<file path="src/rtl/pvs_pkg.sv">
`default_nettype none

package pvs_pkg;

    // field widths
    localparam int CMD_W    = 2;
    localparam int SMP_W    = 12;
    localparam int LVL_IO_W = 12;
    localparam int HOLD_W   = 16;
    localparam int SUM_W    = 16;
    localparam int CLIMB_W  = 13;
    localparam int CFG_IDX_W  = 3;
    localparam int CFG_DATA_W = 16;

    // command codes on the input channel
    localparam logic [CMD_W-1:0] CMD_START  = 2'd0;
    localparam logic [CMD_W-1:0] CMD_TICK   = 2'd1;
    localparam logic [CMD_W-1:0] CMD_SAMPLE = 2'd2;

    // register indexes
    localparam logic [CFG_IDX_W-1:0] REG_START_LEVEL  = 3'd0;
    localparam logic [CFG_IDX_W-1:0] REG_END_LEVEL    = 3'd1;
    localparam logic [CFG_IDX_W-1:0] REG_STAIR_STEP   = 3'd2;
    localparam logic [CFG_IDX_W-1:0] REG_PULSE_AMP    = 3'd3;
    localparam logic [CFG_IDX_W-1:0] REG_BASE_HOLD    = 3'd4;
    localparam logic [CFG_IDX_W-1:0] REG_HIGH_HOLD    = 3'd5;
    localparam logic [CFG_IDX_W-1:0] REG_LOW_HOLD     = 3'd6;
    localparam logic [CFG_IDX_W-1:0] REG_CHANNEL_SEL  = 3'd7;

    // register reset values
    localparam logic [LVL_IO_W-1:0] RST_START_LEVEL = 12'd1472;
    localparam logic [LVL_IO_W-1:0] RST_END_LEVEL   = 12'd2751;
    localparam logic [LVL_IO_W-1:0] RST_STAIR_STEP  = 12'd6;
    localparam logic [LVL_IO_W-1:0] RST_PULSE_AMP   = 12'd38;
    localparam logic [HOLD_W-1:0]   RST_HOLD_MS     = 16'd98;

    // queue between front and back
    localparam int Q_DEPTH = 4;
    localparam int Q_AW    = $clog2(Q_DEPTH);
    localparam int Q_CW    = $clog2(Q_DEPTH + 1);

    typedef enum logic [1:0] {
        OP_START,
        OP_TICK,
        OP_SAMPLE,
        OP_NONE
    } t_op;

    typedef struct packed {
        t_op               op;
        logic [SMP_W-1:0]  sample;
    } t_item;

    typedef struct packed {
        logic [LVL_IO_W-1:0] start_level;
        logic [LVL_IO_W-1:0] end_level;
        logic [LVL_IO_W-1:0] stair_step;
        logic [LVL_IO_W-1:0] pulse_height;
        logic [HOLD_W-1:0]   base_hold_ms;
        logic [HOLD_W-1:0]   high_hold_ms;
        logic [HOLD_W-1:0]   low_hold_ms;
        logic                channel_select;
    } t_cfg;

    typedef struct packed {
        logic [LVL_IO_W-1:0] dac_level;
        logic                channel;
        logic                busy_res;
        logic                sample_request;
        logic                pair_valid;
        logic [SMP_W-1:0]    high_reading;
        logic [SMP_W-1:0]    low_reading;
        logic                last_pair;
    } t_result;

endpackage

`default_nettype wire

</file>
<file path="src/rtl/pvs_front.sv">
`default_nettype none

module pvs_front (
    input  wire                       i_clk,
    input  wire                       i_rst_n,
    input  wire                       i_in_valid,
    input  wire [pvs_pkg::CMD_W-1:0]  i_cmd,
    input  wire [pvs_pkg::SMP_W-1:0]  i_sample_value,
    output logic                      o_in_stall,
    output logic                      o_item_valid,
    output pvs_pkg::t_item            o_item,
    input  wire                       i_item_pop
);
    import pvs_pkg::*;

    t_item           r_q [Q_DEPTH];
    logic [Q_AW-1:0] r_wr_ptr;
    logic [Q_AW-1:0] r_rd_ptr;
    logic [Q_CW-1:0] r_count;

    t_item cls_item;
    logic  push;
    logic  pop;

    // classify the command, samples carry their value only when they matter
    always_comb begin
        cls_item.sample = '0;
        unique case (i_cmd)
            CMD_START: cls_item.op = OP_START;
            CMD_TICK:  cls_item.op = OP_TICK;
            CMD_SAMPLE: begin
                cls_item.op     = OP_SAMPLE;
                cls_item.sample = i_sample_value;
            end
            default:   cls_item.op = OP_NONE;
        endcase
    end

    assign o_in_stall   = (r_count == Q_CW'(Q_DEPTH));
    assign push         = i_in_valid && !o_in_stall;
    assign o_item_valid = (r_count != '0);
    assign pop          = i_item_pop && o_item_valid;
    assign o_item       = r_q[r_rd_ptr];

    always_ff @(posedge i_clk) begin
        if (!i_rst_n) begin
            r_wr_ptr <= '0;
            r_rd_ptr <= '0;
            r_count  <= '0;
        end else begin
            if (push) begin
                r_q[r_wr_ptr] <= cls_item;
                r_wr_ptr      <= r_wr_ptr + Q_AW'(1);
            end
            if (pop) begin
                r_rd_ptr <= r_rd_ptr + Q_AW'(1);
            end
            if (push && !pop) begin
                r_count <= r_count + Q_CW'(1);
            end else if (pop && !push) begin
                r_count <= r_count - Q_CW'(1);
            end
        end
    end

endmodule

`default_nettype wire

</file>
<file path="src/rtl/pvs_back.sv">
`default_nettype none

module pvs_back #(
    parameter int SAMPLES_PER_POINT = 10,
    parameter int LEVEL_MAX         = 4095
) (
    input  wire              i_clk,
    input  wire              i_rst_n,
    input  pvs_pkg::t_cfg    i_cfg,
    input  wire              i_item_valid,
    input  pvs_pkg::t_item   i_item,
    output logic             o_item_pop,
    input  wire              i_out_stall,
    output logic             o_out_valid,
    output pvs_pkg::t_result o_res
);
    import pvs_pkg::*;

    localparam int LVL_W = ($clog2(LEVEL_MAX + 1) > LVL_IO_W) ?
                           $clog2(LEVEL_MAX + 1) : LVL_IO_W;
    localparam int CNT_W = $clog2(SAMPLES_PER_POINT + 1);
    // exact divide by the sample count: multiply by a rounded-up reciprocal
    localparam int REC_SHIFT = SUM_W + CNT_W;
    localparam int REC_W     = REC_SHIFT + 1;
    localparam int PROD_W    = SUM_W + REC_W;
    localparam logic [REC_W-1:0] REC_MUL =
        REC_W'(((64'd1 << REC_SHIFT) + SAMPLES_PER_POINT - 1) / SAMPLES_PER_POINT);
    localparam logic [LVL_W+1:0] LVL_CAP = (LVL_W + 2)'(LEVEL_MAX);

    typedef enum logic [1:0] {
        PH_IDLE,
        PH_BASE,
        PH_HOLD,
        PH_SAMPLE
    } t_phase;

    t_phase              r_phase,   n_phase;
    logic [LVL_W-1:0]    r_drive,   n_drive;
    logic [HOLD_W-1:0]   r_hold,    n_hold;
    logic [CNT_W-1:0]    r_cnt,     n_cnt;
    logic [SUM_W-1:0]    r_sum,     n_sum;
    logic [SMP_W-1:0]    r_held_hi, n_held_hi;
    logic [CLIMB_W-1:0]  r_climb,   n_climb;
    logic                r_pih,     n_pih;
    logic                r_out_valid;
    t_result             r_res,     n_res;

    logic [LVL_IO_W-1:0] eff_step;
    logic signed [13:0]  span;
    logic                start_ok;
    logic [LVL_W-1:0]    start_ext;
    logic [LVL_W-1:0]    amp_ext;
    logic [LVL_W-1:0]    lvl_from;
    logic [LVL_W+1:0]    hi_sum;
    logic [LVL_W-1:0]    hi_lvl;
    logic [LVL_W-1:0]    lo_lvl;
    logic [HOLD_W-1:0]   hold_dec;
    logic [SUM_W-1:0]    sum_acc;
    logic [CNT_W-1:0]    cnt_acc;
    logic [PROD_W-1:0]   avg_prod;
    logic [SMP_W-1:0]    avg;
    logic [CLIMB_W-1:0]  climb_new;
    logic signed [14:0]  climb_chk;
    logic                do_enter;
    logic                ent_high;
    logic [LVL_W-1:0]    ent_lvl;
    logic [HOLD_W-1:0]   ent_hold;
    logic                pv;
    logic                last;
    logic [SMP_W-1:0]    hi_rd;
    logic [SMP_W-1:0]    lo_rd;

    assign o_item_pop  = i_item_valid && (!r_out_valid || !i_out_stall);
    assign o_out_valid = r_out_valid;
    assign o_res       = r_res;

    assign eff_step  = (i_cfg.stair_step == '0) ? LVL_IO_W'(1) : i_cfg.stair_step;
    assign span      = $signed({2'b00, i_cfg.end_level}) - $signed({2'b00, i_cfg.start_level});
    assign start_ok  = $signed({2'b00, eff_step}) <= span;
    assign start_ext = LVL_W'(i_cfg.start_level);
    assign amp_ext   = LVL_W'(i_cfg.pulse_height);

    // high points climb from the start level out of the base hold, else from the low point
    assign lvl_from = (r_phase == PH_SAMPLE) ? r_drive : start_ext;
    assign hi_sum   = {2'b00, lvl_from} + (LVL_W + 2)'(eff_step)
                    + (LVL_W + 2)'(i_cfg.pulse_height);
    assign hi_lvl   = (hi_sum > LVL_CAP) ? LVL_W'(LEVEL_MAX) : hi_sum[LVL_W-1:0];
    assign lo_lvl   = (r_drive > amp_ext) ? (r_drive - amp_ext) : '0;

    assign hold_dec  = (r_hold != '0) ? (r_hold - HOLD_W'(1)) : '0;
    assign sum_acc   = r_sum + SUM_W'(i_item.sample);
    assign cnt_acc   = r_cnt + CNT_W'(1);
    assign avg_prod  = PROD_W'(sum_acc) * PROD_W'(REC_MUL);
    assign avg       = avg_prod[REC_SHIFT +: SMP_W];
    assign climb_new = r_climb + CLIMB_W'(eff_step);
    assign climb_chk = $signed({2'b00, climb_new}) + $signed({3'b000, eff_step});

    always_comb begin
        n_phase   = r_phase;
        n_drive   = r_drive;
        n_hold    = r_hold;
        n_cnt     = r_cnt;
        n_sum     = r_sum;
        n_held_hi = r_held_hi;
        n_climb   = r_climb;
        n_pih     = r_pih;
        do_enter  = 1'b0;
        ent_high  = 1'b1;
        ent_lvl   = hi_lvl;
        pv        = 1'b0;
        last      = 1'b0;
        hi_rd     = '0;
        lo_rd     = '0;

        unique case (i_item.op)
            OP_START: begin
                if (r_phase == PH_IDLE && start_ok) begin
                    n_climb = '0;
                    n_pih   = 1'b1;
                    n_drive = start_ext;
                    n_hold  = i_cfg.base_hold_ms;
                    n_phase = PH_BASE;
                    // zero base hold goes straight to the first high point
                    if (i_cfg.base_hold_ms == '0) begin
                        do_enter = 1'b1;
                    end
                end
            end
            OP_TICK: begin
                if (r_phase == PH_BASE || r_phase == PH_HOLD) begin
                    n_hold = hold_dec;
                    if (hold_dec == '0) begin
                        if (r_phase == PH_BASE) begin
                            do_enter = 1'b1;
                        end else begin
                            n_phase = PH_SAMPLE;
                        end
                    end
                end
            end
            OP_SAMPLE: begin
                if (r_phase == PH_SAMPLE) begin
                    n_sum = sum_acc;
                    n_cnt = cnt_acc;
                    if (cnt_acc >= CNT_W'(SAMPLES_PER_POINT)) begin
                        if (r_pih) begin
                            n_held_hi = avg;
                            do_enter  = 1'b1;
                            ent_high  = 1'b0;
                            ent_lvl   = lo_lvl;
                        end else begin
                            pv      = 1'b1;
                            hi_rd   = r_held_hi;
                            lo_rd   = avg;
                            n_climb = climb_new;
                            if (climb_chk > $signed({span[13], span})) begin
                                last    = 1'b1;
                                n_phase = PH_IDLE;
                                n_drive = start_ext;
                                n_hold  = '0;
                                n_cnt   = '0;
                                n_sum   = '0;
                                n_pih   = 1'b1;
                            end else begin
                                do_enter = 1'b1;
                            end
                        end
                    end
                end
            end
            default: begin
            end
        endcase

        ent_hold = ent_high ? i_cfg.high_hold_ms : i_cfg.low_hold_ms;
        if (do_enter) begin
            n_pih   = ent_high;
            n_drive = ent_lvl;
            n_hold  = ent_hold;
            n_cnt   = '0;
            n_sum   = '0;
            n_phase = (ent_hold == '0) ? PH_SAMPLE : PH_HOLD;
        end

        n_res.dac_level      = n_drive[LVL_IO_W-1:0];
        n_res.channel        = i_cfg.channel_select;
        n_res.busy_res       = (n_phase != PH_IDLE);
        n_res.sample_request = (n_phase == PH_SAMPLE);
        n_res.pair_valid     = pv;
        n_res.high_reading   = hi_rd;
        n_res.low_reading    = lo_rd;
        n_res.last_pair      = last;
    end

    always_ff @(posedge i_clk) begin
        if (!i_rst_n) begin
            r_phase     <= PH_IDLE;
            r_drive     <= '0;
            r_hold      <= '0;
            r_cnt       <= '0;
            r_sum       <= '0;
            r_held_hi   <= '0;
            r_climb     <= '0;
            r_pih       <= 1'b1;
            r_out_valid <= 1'b0;
        end else begin
            if (o_item_pop) begin
                r_phase     <= n_phase;
                r_drive     <= n_drive;
                r_hold      <= n_hold;
                r_cnt       <= n_cnt;
                r_sum       <= n_sum;
                r_held_hi   <= n_held_hi;
                r_climb     <= n_climb;
                r_pih       <= n_pih;
                r_res       <= n_res;
                r_out_valid <= 1'b1;
            end else if (!i_out_stall) begin
                r_out_valid <= 1'b0;
            end
        end
    end

endmodule

`default_nettype wire

</file>
<file path="src/rtl/pulse_voltammetry_sequencer.sv">
// differential pulse voltammetry waveform sequencer
// input channel (i_in_valid / o_in_stall): one item per command, cmd 0 starts a
//   run, cmd 1 is a 1 ms tick, cmd 2 delivers an adc sample in i_sample_value
// output channel (o_out_valid / i_out_stall): exactly one result item per input
//   item, in order, giving the dac code, channel, busy and sample request flags
//   and, at the end of each low point, the averaged high and low readings
// config channel (i_cfg_valid / o_cfg_ready): ready is always high, index 0..7
//   selects the register; write only while no items are in flight
// latency: two cycles from the edge that accepts an item to the first edge its
//   result can be taken, one in the four-entry front queue and one in the
//   sequencer output register
// throughput: one item per cycle, set by the single-cycle sequencer update
//   (one level add with clamp and one reciprocal multiply for the average)
// when the receiver stalls, the output register holds its result, the queue
//   keeps accepting until four items wait, then o_in_stall rises
// synchronous active-low reset empties the queue, drops o_out_valid, returns
//   the sequencer to idle at level 0 and loads the register defaults
`default_nettype none

module pulse_voltammetry_sequencer #(
    parameter int SAMPLES_PER_POINT = 10,
    parameter int LEVEL_MAX         = 4095
) (
    input  wire                            i_clk,
    input  wire                            i_rst_n,
    input  wire                            i_in_valid,
    output logic                           o_in_stall,
    input  wire [pvs_pkg::CMD_W-1:0]       i_cmd,
    input  wire [pvs_pkg::SMP_W-1:0]       i_sample_value,
    output logic                           o_out_valid,
    input  wire                            i_out_stall,
    output logic [pvs_pkg::LVL_IO_W-1:0]   o_dac_level,
    output logic                           o_channel,
    output logic                           o_busy_res,
    output logic                           o_sample_request,
    output logic                           o_pair_valid,
    output logic [pvs_pkg::SMP_W-1:0]      o_high_reading,
    output logic [pvs_pkg::SMP_W-1:0]      o_low_reading,
    output logic                           o_last_pair,
    input  wire                            i_cfg_valid,
    output logic                           o_cfg_ready,
    input  wire [pvs_pkg::CFG_IDX_W-1:0]   i_cfg_index,
    input  wire [pvs_pkg::CFG_DATA_W-1:0]  i_cfg_data
);
    import pvs_pkg::*;

    t_cfg    r_cfg;
    logic    item_valid;
    t_item   item;
    logic    item_pop;
    t_result res;

    assign o_cfg_ready = 1'b1;

    always_ff @(posedge i_clk) begin
        if (!i_rst_n) begin
            r_cfg.start_level     <= RST_START_LEVEL;
            r_cfg.end_level       <= RST_END_LEVEL;
            r_cfg.stair_step      <= RST_STAIR_STEP;
            r_cfg.pulse_height    <= RST_PULSE_AMP;
            r_cfg.base_hold_ms    <= RST_HOLD_MS;
            r_cfg.high_hold_ms    <= RST_HOLD_MS;
            r_cfg.low_hold_ms     <= RST_HOLD_MS;
            r_cfg.channel_select  <= 1'b0;
        end else if (i_cfg_valid && o_cfg_ready) begin
            unique case (i_cfg_index)
                REG_START_LEVEL: r_cfg.start_level     <= i_cfg_data[LVL_IO_W-1:0];
                REG_END_LEVEL:   r_cfg.end_level       <= i_cfg_data[LVL_IO_W-1:0];
                REG_STAIR_STEP:  r_cfg.stair_step      <= i_cfg_data[LVL_IO_W-1:0];
                REG_PULSE_AMP:   r_cfg.pulse_height    <= i_cfg_data[LVL_IO_W-1:0];
                REG_BASE_HOLD:   r_cfg.base_hold_ms    <= i_cfg_data[HOLD_W-1:0];
                REG_HIGH_HOLD:   r_cfg.high_hold_ms    <= i_cfg_data[HOLD_W-1:0];
                REG_LOW_HOLD:    r_cfg.low_hold_ms     <= i_cfg_data[HOLD_W-1:0];
                REG_CHANNEL_SEL: r_cfg.channel_select  <= i_cfg_data[0];
            endcase
        end
    end

    pvs_front u_front (
        .i_clk          (i_clk),
        .i_rst_n        (i_rst_n),
        .i_in_valid     (i_in_valid),
        .i_cmd          (i_cmd),
        .i_sample_value (i_sample_value),
        .o_in_stall     (o_in_stall),
        .o_item_valid   (item_valid),
        .o_item         (item),
        .i_item_pop     (item_pop)
    );

    pvs_back #(
        .SAMPLES_PER_POINT (SAMPLES_PER_POINT),
        .LEVEL_MAX         (LEVEL_MAX)
    ) u_back (
        .i_clk        (i_clk),
        .i_rst_n      (i_rst_n),
        .i_cfg        (r_cfg),
        .i_item_valid (item_valid),
        .i_item       (item),
        .o_item_pop   (item_pop),
        .i_out_stall  (i_out_stall),
        .o_out_valid  (o_out_valid),
        .o_res        (res)
    );

    assign o_dac_level      = res.dac_level;
    assign o_channel        = res.channel;
    assign o_busy_res       = res.busy_res;
    assign o_sample_request = res.sample_request;
    assign o_pair_valid     = res.pair_valid;
    assign o_high_reading   = res.high_reading;
    assign o_low_reading    = res.low_reading;
    assign o_last_pair      = res.last_pair;

`ifndef NO_ASSERTIONS
    // readings and the last flag are only carried by a pair result
    a_no_pair_zero: assert property (@(posedge i_clk) disable iff (!i_rst_n)
        (o_out_valid && !o_pair_valid) |->
        (o_high_reading == '0 && o_low_reading == '0 && !o_last_pair))
        else $error("readings set on a result without a pair");

    // the final pair ends the run back at the start level
    a_last_idle: assert property (@(posedge i_clk) disable iff (!i_rst_n)
        (o_out_valid && o_last_pair) |->
        (o_pair_valid && !o_busy_res && !o_sample_request &&
         o_dac_level == r_cfg.start_level))
        else $error("last pair without return to idle");

    // sampling only happens inside a run
    a_sample_busy: assert property (@(posedge i_clk) disable iff (!i_rst_n)
        (o_out_valid && o_sample_request) |-> o_busy_res)
        else $error("sample request while idle");

    // a result is never dropped while the receiver stalls
    a_out_hold: assert property (@(posedge i_clk) disable iff (!i_rst_n)
        (o_out_valid && i_out_stall) |=> o_out_valid)
        else $error("stalled result lost");
`endif

endmodule

`default_nettype wire

</file>
<file path="config.mk">
export PLATFORM = sky130hd
export DESIGN_NAME = pulse_voltammetry_sequencer
export DESIGN_NICKNAME = d
export VERILOG_FILES = /design/src/rtl/pvs_pkg.sv /design/src/rtl/pvs_front.sv /design/src/rtl/pvs_back.sv /design/src/rtl/pulse_voltammetry_sequencer.sv
export SDC_FILE = /design/constraint.sdc
export NUM_CORES = 1
export LEC_CHECK = 0
export BUFFER_PORTS_ARGS = -buffer_cell sky130_fd_sc_hd__buf_2
export CORE_UTILIZATION = 24
export DETAILED_ROUTE_END_ITERATION = 16
export SKIP_LAST_GASP = 1
export SYNTH_ARGS = -nofsm -noshare
export SYNTH_HDL_FRONTEND = slang
export SYNTH_SLANG_ARGS = --single-unit
</file>
<file path="constraint.sdc">
create_clock -name i_clk -period 8.4 [get_ports i_clk]
set_input_delay 0.42 -clock i_clk [delete_from_list [all_inputs] [get_ports i_clk]]
set_output_delay 0.42 -clock i_clk [all_outputs]
set_load 0.05 [all_outputs]
</file>
**Word level (Yosys, flattened, before mapping)**

Memories as Yosys holds them, arrays and structs flattened. A register that Yosys moved wholly into a read port is not among the register bits.
Index checks and enable logic that the tools add are counted.

- Register bits: 222
- Bits in writable memories: 56
- Input bits: 38
- Output and inout port bits: 44
- Word-level logic and storage cells: 209
- Memories: 1

- Add/subtract/negate cells: 13
- Multipliers: 1
- Magnitude comparators: 5
- Eq/ne operators: 27
- Multiplexer cells: 85
- Bitwise gates (word level): 3
- Reductions and logical operators: 46

Memories:

| memory | depth | width | rd ports | clocked after memory_dff | write ports | RTL line | text |
|---|---|---|---|---|---|---|---|
| u_front.r_q | 4 | 14 | 1 | 1 | 1 | pvs_front.sv:16 | `t_item r_q [Q_DEPTH];` |

Operators by type and width:

| cell | number |
|---|---|
| $mux W16 | 15 |
| $mux W12 | 15 |
| $mux W13 | 4 |
| $logic_not A16 Y1 | 3 |
| $pmux W16 S3 | 1 |
| $mul A16 B16 Y31 const B | 1 |
| $pmux W13 S2 | 1 |
| $mux W1 | 25 |
| $mux W4 | 6 |
| $pmux W12 S2 | 1 |
| $mux W2 | 11 |
| $reduce_and A2 Y1 | 9 |
| $add A16 B12 Y16 | 1 |
| $reduce_bool A16 Y1 | 1 |
| $sub A16 B1 Y16 const B | 1 |
| $eq A3 B3 Y1 const B | 5 |
| $gt A15 B13 Y1 | 1 |
| $ne A3 B1 Y1 const B | 5 |
| $add A13 B12 Y14 | 1 |
| $add A14 B12 Y14 | 1 |
| $gt A14 B12 Y1 const B | 1 |
| $add A12 B12 Y13 | 1 |
| $add A13 B12 Y13 | 1 |
| $le A13 B13 Y1 | 1 |
| 34 further kinds | 68 |

**Logic depth before layout (Yosys ltp)**

- Depth in word-level cells: 12
- Mapped depth: 33

**Modules after synthesis**

A second synthesis with hierarchy kept.

- Cells, all modules: 2229
- Area total of the unflattened synthesis: 21398.0 µm²

By module, submodules not included:

| module | times used | cells an instance | area an instance (µm²) |
|---|---|---|---|
| pvs_back | 1 | 1732 | 14964.4 |
| pulse_voltammetry_sequencer | 1 | 360 | 3817.4 |
| pvs_front | 1 | 137 | 2616.3 |

**Worst setup path before layout**

Ideal clock, no wire load.

- Path kind: reg2reg
- Start point: register with a tool-made name
- End point: register u_back.r_res, in the netlist u_back.o_res[12], data pin
- Arrival time: 8804 ps
- Required time: 8134 ps
- Path slack: -670 ps
- Stages on the path, launching flop included: 33
- Cell sequence: dfxtp_1 -> clkbuf_1 -> buf_1 -> mux4_2 -> ha_1 -> fa_1 -> a21o_1 -> a21oi_1 -> o21ai_0 -> nand4_1 -> nand3_1 -> o41a_1 -> nand3_1 -> xor2_1 -> inv_1 -> ha_1 -> ha_1 -> inv_1 -> fa_1 -> fa_1 -> inv_1 -> fa_1 -> fa_1 -> ha_1 -> and3_1 -> a221o_1 -> a21oi_1 -> o211ai_1 -> a221oi_1 -> o21ai_0 -> a31oi_1 -> xnor2_1 -> nor2_1

RTL lines:

| what | RTL line | text |
|---|---|---|
| end signal, assigned | pvs_back.sv:216 | `r_res <= n_res;` |
| end, declared | pvs_back.sv:46 | `t_result r_res, n_res;` |

==> flow_summary_export.csv <==
group,metric,value,unit
run_status,outcome,"completed",
yosys,syn_inst,2289,
finish,drive_gt1_share,10.1,%
setup_path,required,8.67,ns
sta,worst_pin_slew,1.20,ns
placed_design,routabilityCongestion,0.909,
route,drtAntennaViolNets,0,
yosys,yosys.cell_types.count,82,
grt,overflow,0,
sta,worst_clock_skew,0.0359,ns
floorplan,pin_count,82,
sta,max_freq,123,MHz
sta,worst_slew_margin_rel,19.6,%
floorplan,rows,107,
placed_design,hpwl,45.2,mm
route,wl_per_cell,16.7,microns
setup_path,cpPeakStageDelay,0.51,ns
yosys,ys.flop_type,"dfxtp_1",
setup_path,cp.arrival,8.37,ns
grt,grt_pass1_wl,91.0,mm
grt,grt_start_max_net_pins,67,
finish,antenna_cells,0,
grt,antenna_found_initial,3,
setup_path,slowest_stage,"mux4_2",
setup_path,crit_fanout,4,
route,num_vias,16700,
sta,setup_violations,0,
floorplan,die_x,296,microns
clock_tree,cts.sinks,280,
floorplan,die_h,296,microns
route,finalWirelength,58.8,mm
setup_path,endpoint_kind,"register",
yosys,synth_area,20800,sq um
placed_design,placed_cells,3455,
sta,finalCritPeriodShare,96.4,%
grt,grt_pass1_vias,16000,
clock_tree,clk_latency,0.57,ns
yosys,synth_area_leaders,"dfxtp_1 (18%), ha_1 (15%), edfxtp_1 (14%)",
route,drt_iter0_markers,1405,
finish,syn_to_final_growth,14.6,%
setup_path,start_kind,"register",
route,dr.pass1.iters,7,
sta,tns,0,ns
yosys,yosysTopAreaCell,"dfxtp_1",
yosys,synth-seq-cells,280,
yosys,yosys_warnings,0,
clock_tree,cts_buffers,34,
yosys,synth.avg_cell_area,9.07,sq um
finish,layout.cells.non_filler,3522,
sta,finalMaxSlewViolations,0,
clock_tree,hold_buffers,0,
yosys,synth-seq-area-share,31.7,%
job,max_cap_violations,0,
sta,min_period,8.10,ns
floorplan,coreArea,85400,sq um
clock_tree,clock_path_buffers,3,
clock_tree,clockRootBuffer,"clkbuf_16",
route,viasPerCell,4.73,
setup_path,path_class,"reg -> reg",
clock_tree,cts_tree,"yes",
clock_tree,cts.htree.levels,2,
yosys,synth_fp_nets,2666,
hold_path,hold_class,"in -> reg",
route,drc,0,
grt,track_usage,13.2,%
clock_tree,clk_pin_slew_worst_paths,0.06,ns
placed_design,io_buffers,80,
yosys,synth_top_area_share,17.6,%
yosys,synth_edf_count,97,
floorplan,dieArea,87700,sq um
yosys,async_reset_ff_share,0,%
setup_path,path_common_cell,"fa_1",
finish,final_nets,2729,
sta,hold_viol,0,
floorplan,start_util,24.3,%
synth_stat cells, drive strengths merged (6+ instances only):
master,number
nor2b,19
or3,19
o31ai,18
nor2,129
o22ai,19
o2111ai,6
xor2,39
dfxtp,183
mux2i,24
buf,17
o41ai,7
nand3,91
and2,34
a211oi,10
or2,8
o221ai,16
o21ai,83
nor4,16
edfxtp,97
nand2b,17
nor3,39
a21o,30
ha,250
inv,212
mux4,14
o211ai,23
and3,26
xnor2,63
nand4,32
o21a,17
fa,89
nand3b,7
nand2,283
a21oi,172
a221oi,15
clkbuf,82
a31oi,13
layout make-up:
type	instances	area (sq um)
fill	9160	61600
multi-input combinational	1698	13100
sequential	280	6580
tap	1144	1430
clock buffer	46	917
inverter	212	797
timing repair buffer	126	746
clock inverter	16	224
worst paths after layout:
| kind | to | slack (ns) | depth (start not counted) | startpoint |
|---|---|---|---|---|
| worst max-delay path | u_back.o_res[9] | 0.30 | 31 | register |
| worst max register to register | u_back.o_res[9] | 0.30 | 31 | register |
| worst min-delay path | u_front.r_q[3][12] | 0.13 | 1 | i_cmd[0] |
| worst min register to register | r_cfg[31] | 0.45 | 2 | r_cfg[31] |
cells by family after synthesis:
family          synth area share, %
compound gates                 14.8
fa+ha+maj                      23.7
mux                            2.78
other cells                  0.0181
flops                          31.7
xor+xnor                       4.30
buf+inv                        5.89
simple gates                   16.8
state kept, by name (all words and copies together) (netlist names), 4 cells and up, named ones only:
name              cells
r_cfg                97
u_front.r_q          56
u_back.o_res         41
u_back.r_hold        16
u_back.r_sum         16
u_back.r_climb       13
u_back.r_drive       12
u_back.r_held_hi     12
u_back.r_cnt          4
layout by cell type (no fill, tap or decap), types with 29 or more instances in the layout:
cell and count:
dfxtp_1 182, edfxtp_1 97, a21o_1 29, xnor2_1 63, xor2_1 37, ha_1 245, nand4_1 32, nand3_1 91
buf_4 46, inv_1 208, nor2_1 129, nand2_1 282, clkbuf_16 34, and2_1 34, a21oi_1 167, fa_1 89
o21ai_0 80, buf_2 80, nor3_1 37
critical path: cells and delay by family, from the launching register on:
family,cells,cell delay (ns)
AOI/OAI and AO/OA,10,2.07
xor gates and xnor gates,1,0.18
adders and majority gates,9,3.56
buffers and inverters,5,0.51
DFF,1,0.35
muxes,1,0.51
and+or+nand+nor,5,0.67
stage by stage:
step           area, sq um  worst slack (ns)  utilization (%)  hold WS [ns]
2_1_floorplan        20800            0.0517                -         0.408
3_3_place_gp         22500             0.212             26.3         0.441
3_5_place_dp         22500            0.0500             26.3         0.446
4_1_cts              23600            0.0556             27.7         0.102
5_1_grt              23800          -0.00856             27.8         0.116
6_report             23800             0.299             27.8         0.126
timing repair:
action,CTS,global route
endpoints found under the hold margin,0,0
setup buffers,0,5
setup endpoints to repair,0,16
resized for setup,0,18
metal layers:
layer  vias to the layer above  GRT usage, %  wire, microns
met4                         6          3.21           1140
li1                       8203             -              -
met1                      7969          18.5          28400
met2                       408          21.0          26300
met3                        74          2.19           2970
met5                         -             0             34
Power is not shown: default switching activity piles up to over one toggle a cycle in this logic, so the estimate is an artifact.
